===== src/hw/rtl/drmc_pkg.sv =====
`timescale 1ns / 1ps
// ---------------------------------------------------------------------------
// drmc_pkg
// shared types, codes and register map of the rack motor / dryer controller
// ---------------------------------------------------------------------------
package drmc_pkg;

  // system modes
  typedef enum logic [2:0] {
    MODE_IDLE   = 3'd0,
    MODE_DRYING = 3'd1,
    MODE_MOVING = 3'd2,
    MODE_PAUSED = 3'd3,
    MODE_DRYER  = 3'd4
  } mode_t;

  // motor drive
  typedef enum logic [1:0] {
    DRV_STOP = 2'd0,
    DRV_FWD  = 2'd1,
    DRV_BWD  = 2'd2
  } drive_t;

  // button presses handed to the key unit
  typedef enum logic [2:0] {
    BTN_NONE  = 3'd0,
    BTN_MOTOR = 3'd1,
    BTN_DRYER = 3'd2,
    BTN_INC   = 3'd3,
    BTN_DEC   = 3'd4
  } btn_t;

  // func codes of an input word
  localparam logic [1:0] FUNC_TICK  = 2'd0;
  localparam logic [1:0] FUNC_MOTOR = 2'd1;
  localparam logic [1:0] FUNC_DRYER = 2'd2;

  // key codes (keypad and remote)
  localparam logic [2:0] KEY_MOTOR = 3'd1;
  localparam logic [2:0] KEY_DRYER = 3'd2;
  localparam logic [2:0] KEY_INC   = 3'd3;
  localparam logic [2:0] KEY_DEC   = 3'd4;

  // configuration register indexes
  localparam int unsigned CFG_IDX_W = 3;
  localparam int unsigned CFG_DAT_W = 20;
  localparam logic [CFG_IDX_W-1:0] CFG_NIGHT_LUX   = 3'd0;
  localparam logic [CFG_IDX_W-1:0] CFG_DEFAULT_MIN = 3'd1;
  localparam logic [CFG_IDX_W-1:0] CFG_MAX_MIN     = 3'd2;
  localparam logic [CFG_IDX_W-1:0] CFG_MIN_MIN     = 3'd3;
  localparam logic [CFG_IDX_W-1:0] CFG_STEP_MIN    = 3'd4;
  localparam logic [CFG_IDX_W-1:0] CFG_MINUTE_MS   = 3'd5;

  // configuration reset values
  localparam logic [15:0] RST_NIGHT_LUX   = 16'd5;
  localparam logic [7:0]  RST_DEFAULT_MIN = 8'd30;
  localparam logic [7:0]  RST_MAX_MIN     = 8'd120;
  localparam logic [7:0]  RST_MIN_MIN     = 8'd5;
  localparam logic [5:0]  RST_STEP_MIN    = 6'd5;
  localparam logic [19:0] RST_MINUTE_MS   = 20'd60000;

  typedef struct packed {
    logic [15:0] night_lux;
    logic [7:0]  default_min;
    logic [7:0]  max_min;
    logic [7:0]  min_min;
    logic [5:0]  step_min;
    logic [19:0] minute_ms;
  } cfg_t;

  // controller state
  typedef struct packed {
    mode_t       mode;
    drive_t      drv;
    logic        heater;
    logic        motor_tog;
    logic        heater_tog;
    logic [7:0]  minutes;
    logic [31:0] acc_ms;
  } st_t;

  // one input word
  typedef struct packed {
    logic [1:0]  func;
    logic [15:0] light_level;
    logic        raining;
    logic [2:0]  keypad_key;
    logic [2:0]  remote_key;
    logic        limit_one;
    logic        limit_two;
    logic [15:0] elapsed_ms;
  } item_t;

  // dryer stop: back to idle, timer restored
  function automatic st_t heater_shutdown(st_t s, logic [7:0] default_min);
    st_t r;
    r            = s;
    r.mode       = MODE_IDLE;
    r.heater     = 1'b0;
    r.heater_tog = 1'b1;
    r.minutes    = default_min;
    r.acc_ms     = '0;
    return r;
  endfunction

endpackage


===== src/hw/rtl/drmc_cfg.sv =====
`timescale 1ns / 1ps
// ---------------------------------------------------------------------------
// drmc_cfg
// configuration register file, written through the cfg channel
// ---------------------------------------------------------------------------
module drmc_cfg (
  input  logic                            clk,
  input  logic                            rst_n,
  input  logic                            wr_en,
  input  logic [drmc_pkg::CFG_IDX_W-1:0]  wr_index,
  input  logic [drmc_pkg::CFG_DAT_W-1:0]  wr_data,
  output drmc_pkg::cfg_t                  cfg_o
);
  import drmc_pkg::*;

  cfg_t cfg_r;

  always_ff @(posedge clk) begin
    if (!rst_n) begin
      cfg_r.night_lux   <= RST_NIGHT_LUX;
      cfg_r.default_min <= RST_DEFAULT_MIN;
      cfg_r.max_min     <= RST_MAX_MIN;
      cfg_r.min_min     <= RST_MIN_MIN;
      cfg_r.step_min    <= RST_STEP_MIN;
      cfg_r.minute_ms   <= RST_MINUTE_MS;
    end else if (wr_en) begin
      unique case (wr_index)
        CFG_NIGHT_LUX:   cfg_r.night_lux   <= wr_data[15:0];
        CFG_DEFAULT_MIN: cfg_r.default_min <= wr_data[7:0];
        CFG_MAX_MIN:     cfg_r.max_min     <= wr_data[7:0];
        CFG_MIN_MIN:     cfg_r.min_min     <= wr_data[7:0];
        CFG_STEP_MIN:    cfg_r.step_min    <= wr_data[5:0];
        CFG_MINUTE_MS:   cfg_r.minute_ms   <= wr_data[19:0];
        default: ;
      endcase
    end
  end

  assign cfg_o = cfg_r;

endmodule


===== src/hw/rtl/drmc_key.sv =====
`timescale 1ns / 1ps
// ---------------------------------------------------------------------------
// drmc_key
// applies one button press (motor, dryer, increase, decrease) to the state
// ---------------------------------------------------------------------------
module drmc_key (
  input  drmc_pkg::st_t  st_i,
  input  drmc_pkg::cfg_t cfg_i,
  input  drmc_pkg::btn_t btn_i,
  input  logic           rain_i,
  output drmc_pkg::st_t  st_o
);
  import drmc_pkg::*;

  typedef enum logic [2:0] {
    ACT_NONE, ACT_PAUSE, ACT_DRY, ACT_COLLECT, ACT_INC, ACT_DEC, ACT_START, ACT_STOP
  } act_t;

  always_comb begin
    st_t         s;
    act_t        act;
    logic [8:0]  sum;
    logic [8:0]  floor_sum;
    s         = st_i;
    act       = ACT_NONE;
    sum       = {1'b0, st_i.minutes} + {3'b0, cfg_i.step_min};
    floor_sum = {1'b0, cfg_i.min_min} + {3'b0, cfg_i.step_min};

    // button decode, toggles flip here
    unique case (btn_i)
      BTN_MOTOR: begin
        unique case (st_i.mode)
          MODE_DRYING: begin
            s.motor_tog = 1'b0;
            act         = ACT_COLLECT;
          end
          MODE_IDLE: begin
            s.motor_tog = 1'b1;
            act         = ACT_DRY;
          end
          MODE_MOVING: act = ACT_PAUSE;
          MODE_PAUSED: begin
            s.motor_tog = ~st_i.motor_tog;
            act         = st_i.motor_tog ? ACT_COLLECT : ACT_DRY;
          end
          default: act = ACT_NONE;
        endcase
      end
      BTN_DRYER: begin
        if (st_i.heater_tog) begin
          if (st_i.mode == MODE_IDLE) begin
            s.heater_tog = 1'b0;
            act          = ACT_START;
          end
        end else begin
          s.heater_tog = 1'b1;
          act          = ACT_STOP;
        end
      end
      BTN_INC: act = ACT_INC;
      BTN_DEC: act = ACT_DEC;
      default: act = ACT_NONE;
    endcase

    // action
    unique case (act)
      ACT_PAUSE: begin
        if (s.mode == MODE_MOVING) begin
          s.drv  = DRV_STOP;
          s.mode = MODE_PAUSED;
        end
      end
      ACT_DRY: begin
        if (s.mode == MODE_DRYER) s = heater_shutdown(s, cfg_i.default_min);
        if (!rain_i) begin
          s.drv  = DRV_FWD;
          s.mode = MODE_MOVING;
        end
      end
      ACT_COLLECT: begin
        s.drv  = DRV_BWD;
        s.mode = MODE_MOVING;
      end
      ACT_INC: begin
        if (sum > {1'b0, cfg_i.max_min}) s.minutes = cfg_i.max_min;
        else                             s.minutes = sum[7:0];
      end
      ACT_DEC: begin
        // minutes - step < min, done without going negative
        if ({1'b0, s.minutes} < floor_sum) s.minutes = cfg_i.min_min;
        else s.minutes = s.minutes - {2'b0, cfg_i.step_min};
      end
      ACT_START: begin
        if (s.mode == MODE_IDLE) begin
          s.mode   = MODE_DRYER;
          s.heater = 1'b1;
        end
      end
      ACT_STOP: s = heater_shutdown(s, cfg_i.default_min);
      default: ;
    endcase

    st_o = s;
  end

endmodule


===== src/hw/rtl/drmc_step.sv =====
`timescale 1ns / 1ps
// ---------------------------------------------------------------------------
// drmc_step
// next-state logic for one word: auto retract, keys, limits, countdown
// ---------------------------------------------------------------------------
module drmc_step (
  input  drmc_pkg::st_t   st_i,
  input  drmc_pkg::cfg_t  cfg_i,
  input  drmc_pkg::item_t item_i,
  output drmc_pkg::st_t   st_o
);
  import drmc_pkg::*;

  function automatic btn_t key_to_btn(logic [2:0] key);
    btn_t b;
    case (key)
      KEY_MOTOR: b = BTN_MOTOR;
      KEY_DRYER: b = BTN_DRYER;
      KEY_INC:   b = BTN_INC;
      KEY_DEC:   b = BTN_DEC;
      default:   b = BTN_NONE;
    endcase
    return b;
  endfunction

  logic tick;
  st_t  st_auto, st_k1, st_k2;
  btn_t btn1, btn2;

  assign tick = (item_i.func == FUNC_TICK);

  // night or rain retraction
  always_comb begin
    st_auto = st_i;
    if (tick) begin
      if (item_i.light_level < cfg_i.night_lux) begin
        if (st_i.mode == MODE_DRYING) begin
          st_auto.drv  = DRV_BWD;
          st_auto.mode = MODE_MOVING;
        end
      end else if (item_i.raining &&
                   (st_i.mode == MODE_DRYING || st_i.mode == MODE_PAUSED)) begin
        st_auto.drv  = DRV_BWD;
        st_auto.mode = MODE_MOVING;
      end
    end
  end

  // first press: remote bus button, else keypad
  always_comb begin
    case (item_i.func)
      FUNC_TICK:  btn1 = key_to_btn(item_i.keypad_key);
      FUNC_MOTOR: btn1 = BTN_MOTOR;
      FUNC_DRYER: btn1 = BTN_DRYER;
      default:    btn1 = BTN_NONE;
    endcase
    btn2 = tick ? key_to_btn(item_i.remote_key) : BTN_NONE;
  end

  drmc_key u_key1 (
    .st_i   (st_auto),
    .cfg_i  (cfg_i),
    .btn_i  (btn1),
    .rain_i (item_i.raining),
    .st_o   (st_k1)
  );

  drmc_key u_key2 (
    .st_i   (st_k1),
    .cfg_i  (cfg_i),
    .btn_i  (btn2),
    .rain_i (item_i.raining),
    .st_o   (st_k2)
  );

  // limit switches, then dryer countdown
  always_comb begin
    st_t         s;
    logic [31:0] acc;
    s   = st_k2;
    acc = st_k2.acc_ms + {16'b0, item_i.elapsed_ms};
    if (tick) begin
      if (s.mode == MODE_MOVING && s.drv != DRV_STOP &&
          item_i.limit_one != item_i.limit_two) begin
        if (item_i.limit_one && s.drv == DRV_BWD) begin
          s.drv  = DRV_STOP;
          s.mode = MODE_IDLE;
        end else if (item_i.limit_two && s.drv == DRV_FWD) begin
          s.drv  = DRV_STOP;
          s.mode = MODE_DRYING;
        end
      end
      if (s.mode == MODE_DRYER) begin
        s.acc_ms = acc;
        if (acc >= {12'b0, cfg_i.minute_ms}) begin
          s.acc_ms = '0;
          if (s.minutes != 8'd0) s.minutes = s.minutes - 8'd1;
          if (s.minutes == 8'd0) s = heater_shutdown(s, cfg_i.default_min);
        end
      end
    end
    st_o = s;
  end

endmodule


===== src/hw/rtl/drying_rack_motor_dryer_controller.sv =====
`timescale 1ns / 1ps
// ---------------------------------------------------------------------------
// drying_rack_motor_dryer_controller
// clothes rack motor and heater controller, one result word per input word
// ---------------------------------------------------------------------------
// path: a word is taken into the input register, then its result word is written
//   into the state register that doubles as result register
// throughput: one word per cycle while result words are taken, set by the
//   combinational next-state logic
// reset (synchronous, rst_n low): state idle, drive stopped, heater off,
//   timer 30 minutes, config registers at their defaults, both stages empty
module drying_rack_motor_dryer_controller (
  input  logic                            clk,
  input  logic                            rst_n,
  // input words
  input  logic                            in_valid,
  output logic                            in_ready,
  input  logic [1:0]                      in_func,
  input  logic [15:0]                     in_light_level,
  input  logic                            in_raining,
  input  logic [2:0]                      in_keypad_key,
  input  logic [2:0]                      in_remote_key,
  input  logic                            in_limit_one,
  input  logic                            in_limit_two,
  input  logic [15:0]                     in_elapsed_ms,
  // result words
  output logic                            out_valid,
  input  logic                            out_ready,
  output logic [2:0]                      out_system_mode,
  output logic [1:0]                      out_motor_drive,
  output logic                            out_heater_on,
  output logic [7:0]                      out_minutes_left,
  // configuration writes
  input  logic                            cfg_valid,
  output logic                            cfg_ready,
  input  logic [drmc_pkg::CFG_IDX_W-1:0]  cfg_index,
  input  logic [drmc_pkg::CFG_DAT_W-1:0]  cfg_data
);
  import drmc_pkg::*;

  cfg_t  cfg;
  item_t item_r;
  logic  item_vld_r;
  logic  out_vld_r;
  st_t   st_r, st_nxt;
  logic  advance;

  // config writes are always taken
  assign cfg_ready = 1'b1;

  drmc_cfg u_cfg (
    .clk      (clk),
    .rst_n    (rst_n),
    .wr_en    (cfg_valid & cfg_ready),
    .wr_index (cfg_index),
    .wr_data  (cfg_data),
    .cfg_o    (cfg)
  );

  // the state register is also the result register: it moves only when
  // the held word is taken or the result slot is empty
  assign advance  = !out_vld_r || out_ready;
  assign in_ready = !item_vld_r || advance;

  // input register
  always_ff @(posedge clk) begin
    if (!rst_n) begin
      item_vld_r <= 1'b0;
    end else if (in_ready) begin
      item_vld_r <= in_valid;
    end
  end

  always_ff @(posedge clk) begin
    if (in_ready && in_valid) begin
      item_r.func        <= in_func;
      item_r.light_level <= in_light_level;
      item_r.raining     <= in_raining;
      item_r.keypad_key  <= in_keypad_key;
      item_r.remote_key  <= in_remote_key;
      item_r.limit_one   <= in_limit_one;
      item_r.limit_two   <= in_limit_two;
      item_r.elapsed_ms  <= in_elapsed_ms;
    end
  end

  // whole per-word update in one pass
  drmc_step u_step (
    .st_i   (st_r),
    .cfg_i  (cfg),
    .item_i (item_r),
    .st_o   (st_nxt)
  );

  // controller state / result register
  always_ff @(posedge clk) begin
    if (!rst_n) begin
      st_r.mode       <= MODE_IDLE;
      st_r.drv        <= DRV_STOP;
      st_r.heater     <= 1'b0;
      st_r.motor_tog  <= 1'b0;
      st_r.heater_tog <= 1'b1;
      st_r.minutes    <= RST_DEFAULT_MIN;
      st_r.acc_ms     <= '0;
      out_vld_r       <= 1'b0;
    end else if (advance) begin
      if (item_vld_r) st_r <= st_nxt;
      out_vld_r <= item_vld_r;
    end
  end

  assign out_valid        = out_vld_r;
  assign out_system_mode  = st_r.mode;
  assign out_motor_drive  = st_r.drv;
  assign out_heater_on    = st_r.heater;
  assign out_minutes_left = st_r.minutes;

  // heater follows dryer mode exactly
  a_heater_mode: assert property (@(posedge clk) disable iff (!rst_n)
    st_r.heater == (st_r.mode == MODE_DRYER))
    else $error("heater level out of step with dryer mode");

  // moving always has a drive direction
  a_moving_drive: assert property (@(posedge clk) disable iff (!rst_n)
    (st_r.mode == MODE_MOVING) |-> (st_r.drv != DRV_STOP))
    else $error("moving mode with motor stopped");

  // accumulator only runs while the dryer is on
  a_acc_idle: assert property (@(posedge clk) disable iff (!rst_n)
    (st_r.mode != MODE_DRYER) |-> (st_r.acc_ms == 32'd0))
    else $error("millisecond accumulator nonzero outside dryer mode");

  // a stalled result word keeps the state frozen
  a_stall_state: assert property (@(posedge clk) disable iff (!rst_n)
    (out_vld_r && !out_ready) |=> $stable(st_r))
    else $error("state changed while result word stalled");

endmodule


===== config.mk =====
export PLATFORM = sky130hd
export DESIGN_NAME = drying_rack_motor_dryer_controller
export DESIGN_NICKNAME = d
export VERILOG_FILES = /design/src/hw/rtl/drmc_pkg.sv /design/src/hw/rtl/drmc_cfg.sv /design/src/hw/rtl/drmc_key.sv /design/src/hw/rtl/drmc_step.sv /design/src/hw/rtl/drying_rack_motor_dryer_controller.sv
export SDC_FILE = /design/constraint.sdc
export NUM_CORES = 1
export LEC_CHECK = 0
export BUFFER_PORTS_ARGS = -buffer_cell sky130_fd_sc_hd__buf_2
export CORE_MARGIN = 3
export CORE_UTILIZATION = 55
export CTS_BUF_LIST = sky130_fd_sc_hd__clkbuf_8
export DETAILED_ROUTE_END_ITERATION = 8
export GPL_ROUTABILITY_DRIVEN = 0
export PLACE_DENSITY = 0.74
export SETUP_SLACK_MARGIN = 0.3
export SLEW_MARGIN = 0
export SYNTH_ARGS = -nofsm -noshare
export SYNTH_HDL_FRONTEND = slang
export SYNTH_SLANG_ARGS = --single-unit
export TNS_END_PERCENT = 1

===== constraint.sdc =====
create_clock -name clk -period 19.8 [get_ports clk]
set_input_delay 5.94 -clock clk [delete_from_list [all_inputs] [get_ports clk]]
set_output_delay 5.94 -clock clk [all_outputs]
set_load 0.02 [all_outputs]

==> results.toml <==
[synthesis]
synth_edf_count = 43
ys_seq_area_share_pct = 29.6
synthFlopType = "dfxtp_1"
netlist-cell-type-count = 109
syn-num-nets = 1643
ys.warnings.count = 0
synth_cells = 1454
avgSynthCellArea_sq_um = 8.39
synthArstFlopShare_pct = 0
synth-seq-cells = 159
syn-cell-area_sq_mm = 0.0122

[cts]
cts_num_sinks = 159
clock_latency_ns = 0.45
cts_resized = 0
ctsHoldBuffers = 0
clkTransAtPathRegs_ns = 0.09
cts_buffers = 17
cts_tree = "done"
htree_levels = 4
post_cts_buffers = 0
clk_path_buf_depth = 2
clockRootBuffer = "clkbuf_8"

[worst_setup_path]
arrival_ns = 6.56
crit_path_start_kind = "primary input"
regToRegSetupSlack_ns = 9.94
cp-startpoint = "out_ready"
end_kind = "output pin"
worstSetupPathType = "primary input to output pin"
r2r_start = "out_minutes_left[0]"
crit_required_ns = 13.86
crit_end = "in_ready"
r2r_end = "out_minutes_left[4]"
crit_fanout = 5
reg2regPathDepth = 37

[global_route]
met1_usage_pct = 38.4
globalRoute.busiestLayer = "met2"
track_usage_pct = 27.7
grt_use_met3_pct = 4.78
grt_max_degree = 53
first_global_vias = 10100
overflow = 0
use_met2_pct = 44.3
antenna_found_initial = 0
grt_pass1_wl_microns = 53500

[sta]
finalCriticalPeriod_ns = 12.50
finalHoldViolations = 0
relSlewSlack_pct = 20.5
finalCritPeriodShare_pct = 63.2
grt_setup_unrepaired = "false"
skew_ns = 0.0159
fin_ws_ns = 7.30
worstMarginPinSlew_ns = 1.19
timing.final.max_slew_violations = 0
max_freq_ghz = 0.0800
setup_viol_count_final = 0
setup_tns_ns = 0

[run_status]
status = "complete, no violations"

[power_and_ir_drop]
p_comb_share_pct = 25.9
p_seq_share_pct = 44.5
p_clk_share_pct = 29.6
switching_share_pct = 33.0
switchingPower_uw = 265
power_density_mw_per_mm2 = 61.5
ir_drop_mv = 0.0512
internal_power_uw = 539
p_leak_uw = 0.00540

[cells_and_area]
nNetsFinal = 1678
design_area_sq_mm = 0.0131
fillCellCount = 1890
drive_above_1_share_pct = 11.9
final_cell_mix = "nand2_1, dfxtp_1, ha_1"
mostFrequentLayoutCell = "nand2_1"
n_antenna_cell = 0
areaGrowthSynthToFinish_pct = 7.09

[die]
pin_count = 88
die_h_microns = 155
start_util_pct = 57.0
die_x_microns = 155
core_area_sq_mm = 0.0214
die_area_sq_mm = 0.0240
row_count = 53

[route]
detail_route.vias_per_cell = 6.31
vias = 11200
wl_microns = 34000
drtIter0Drc = 1050
wl_per_cell_microns = 19.1
drc_errors = 0
first_pass_iters = 5
antenna_left = 0

[placed_design]
pre_cts_ws_ns = 7.30
post_dp_cell_area_sq_mm = 0.0127
port_buffers = 86
hpwl_microns = 26200

[hold_path]
hp-class = "flip-flop to flip-flop"
whs_path_depth = 2

[job]
drv_cap = 0
[how the worst min path moves through the flow]
stage | startpoint | to | slack, ns
2_1_floorplan | st_r[20] | st_r[20] | 0.43
3_3_place_gp | u_cfg.cfg_o[18] | u_cfg.cfg_o[18] | 0.44
3_5_place_dp | u_cfg.cfg_o[18] | u_cfg.cfg_o[18] | 0.45
4_1_cts | u_cfg.cfg_o[12] | u_cfg.cfg_o[12] | 0.46
5_1_grt | u_cfg.cfg_o[62] | u_cfg.cfg_o[62] | 0.47
6_report | u_cfg.cfg_o[1] | u_cfg.cfg_o[1] | 0.46
[worst max-delay path: stages]
cell and delay, ns:
buf_2 0.09, nor2b_1 0.25, nand2_1 0.11, buf_2 0.17
[sequential cells by signal, summed over array words and instances (netlist names)]
name and count:
item_r 43, item_vld_r 1, out_heater_on 1, out_minutes_left 8
out_motor_drive 2, out_system_mode 3, out_valid 1, st_r 34
u_cfg.cfg_o 66
[metal layers]
layer | vias to the layer above | wire [microns]
met3 | 68 | 3040
li1 | 5386 | -
met2 | 520 | 15500
met4 | 0 | 971
met5 | - | 0
met1 | 5239 | 14500
[area by class of cell]
type,count,area (sq um),share of cell area [%]
clock buffer,17,234,1.79
inverter,94,353,2.70
tap,275,344,2.63
multi-input combinational,1124,7890,60.4
timing repair buffer,93,483,3.70
clock inverter,15,149,1.14
sequential,159,3610,27.7
[per-stage QoR]
| step | hold WS (ns) | util, % | cells | total power, uW |
|---|---|---|---|---|
| floorplan | 0.431 | - | 1454 | 513 |
| global placement | 0.443 | 59.2 | 1745 | 563 |
| detailed placement | 0.449 | 59.2 | 1745 | 568 |
| CTS | 0.461 | 61.0 | 1777 | 802 |
| global route | 0.475 | 61.0 | 1777 | 843 |
| finish | 0.459 | 61.0 | 1777 | 804 |
[synthesized netlist by cell type, drive strengths merged, types with 26 or more instances]
| cell | number | area [sq um] |
|---|---|---|
| a21o | 26 | 203 |
| o21ai | 52 | 260 |
| and2 | 27 | 169 |
| nand3 | 32 | 170 |
| o211ai | 38 | 285 |
| clkbuf | 47 | 176 |
| and3 | 33 | 216 |
| inv | 94 | 353 |
| edfxtp | 43 | 1290 |
| xnor2 | 38 | 352 |
| buf | 30 | 188 |
| ha | 112 | 1400 |
| dfxtp | 116 | 2320 |
| mux2i | 27 | 270 |
| a21oi | 107 | 539 |
| nor2 | 106 | 398 |
| nand2 | 163 | 614 |
| a22oi | 29 | 218 |
| nor3 | 29 | 150 |
[power groups by stage]
stage               Clock, uW  Combinational [uW]  Sequential (uW)
global route              255                 229              359
finish                    238                 208              358
CTS                       240                 205              357
global placement            0                 198              364
detailed placement          0                 203              365
floorplan                   0                 154              358
[cells by family (layout without fill, tap and decap cells)]
| group | count (synthesis) | count (layout) | synth area share [%] |
|---|---|---|---|
| simple gates | 517 | 517 | 21.6 |
| compound gates | 407 | 407 | 24.0 |
| buf+inv | 171 | 219 | 5.88 |
| flops | 159 | 159 | 29.6 |
| fa+ha+maj | 118 | 118 | 12.5 |
| xor+xnor | 50 | 50 | 3.74 |
| mux | 31 | 31 | 2.62 |
| other cells | 1 | 1 | 0.0307 |
No activity file was read; power rests on OpenSTA's default activity.
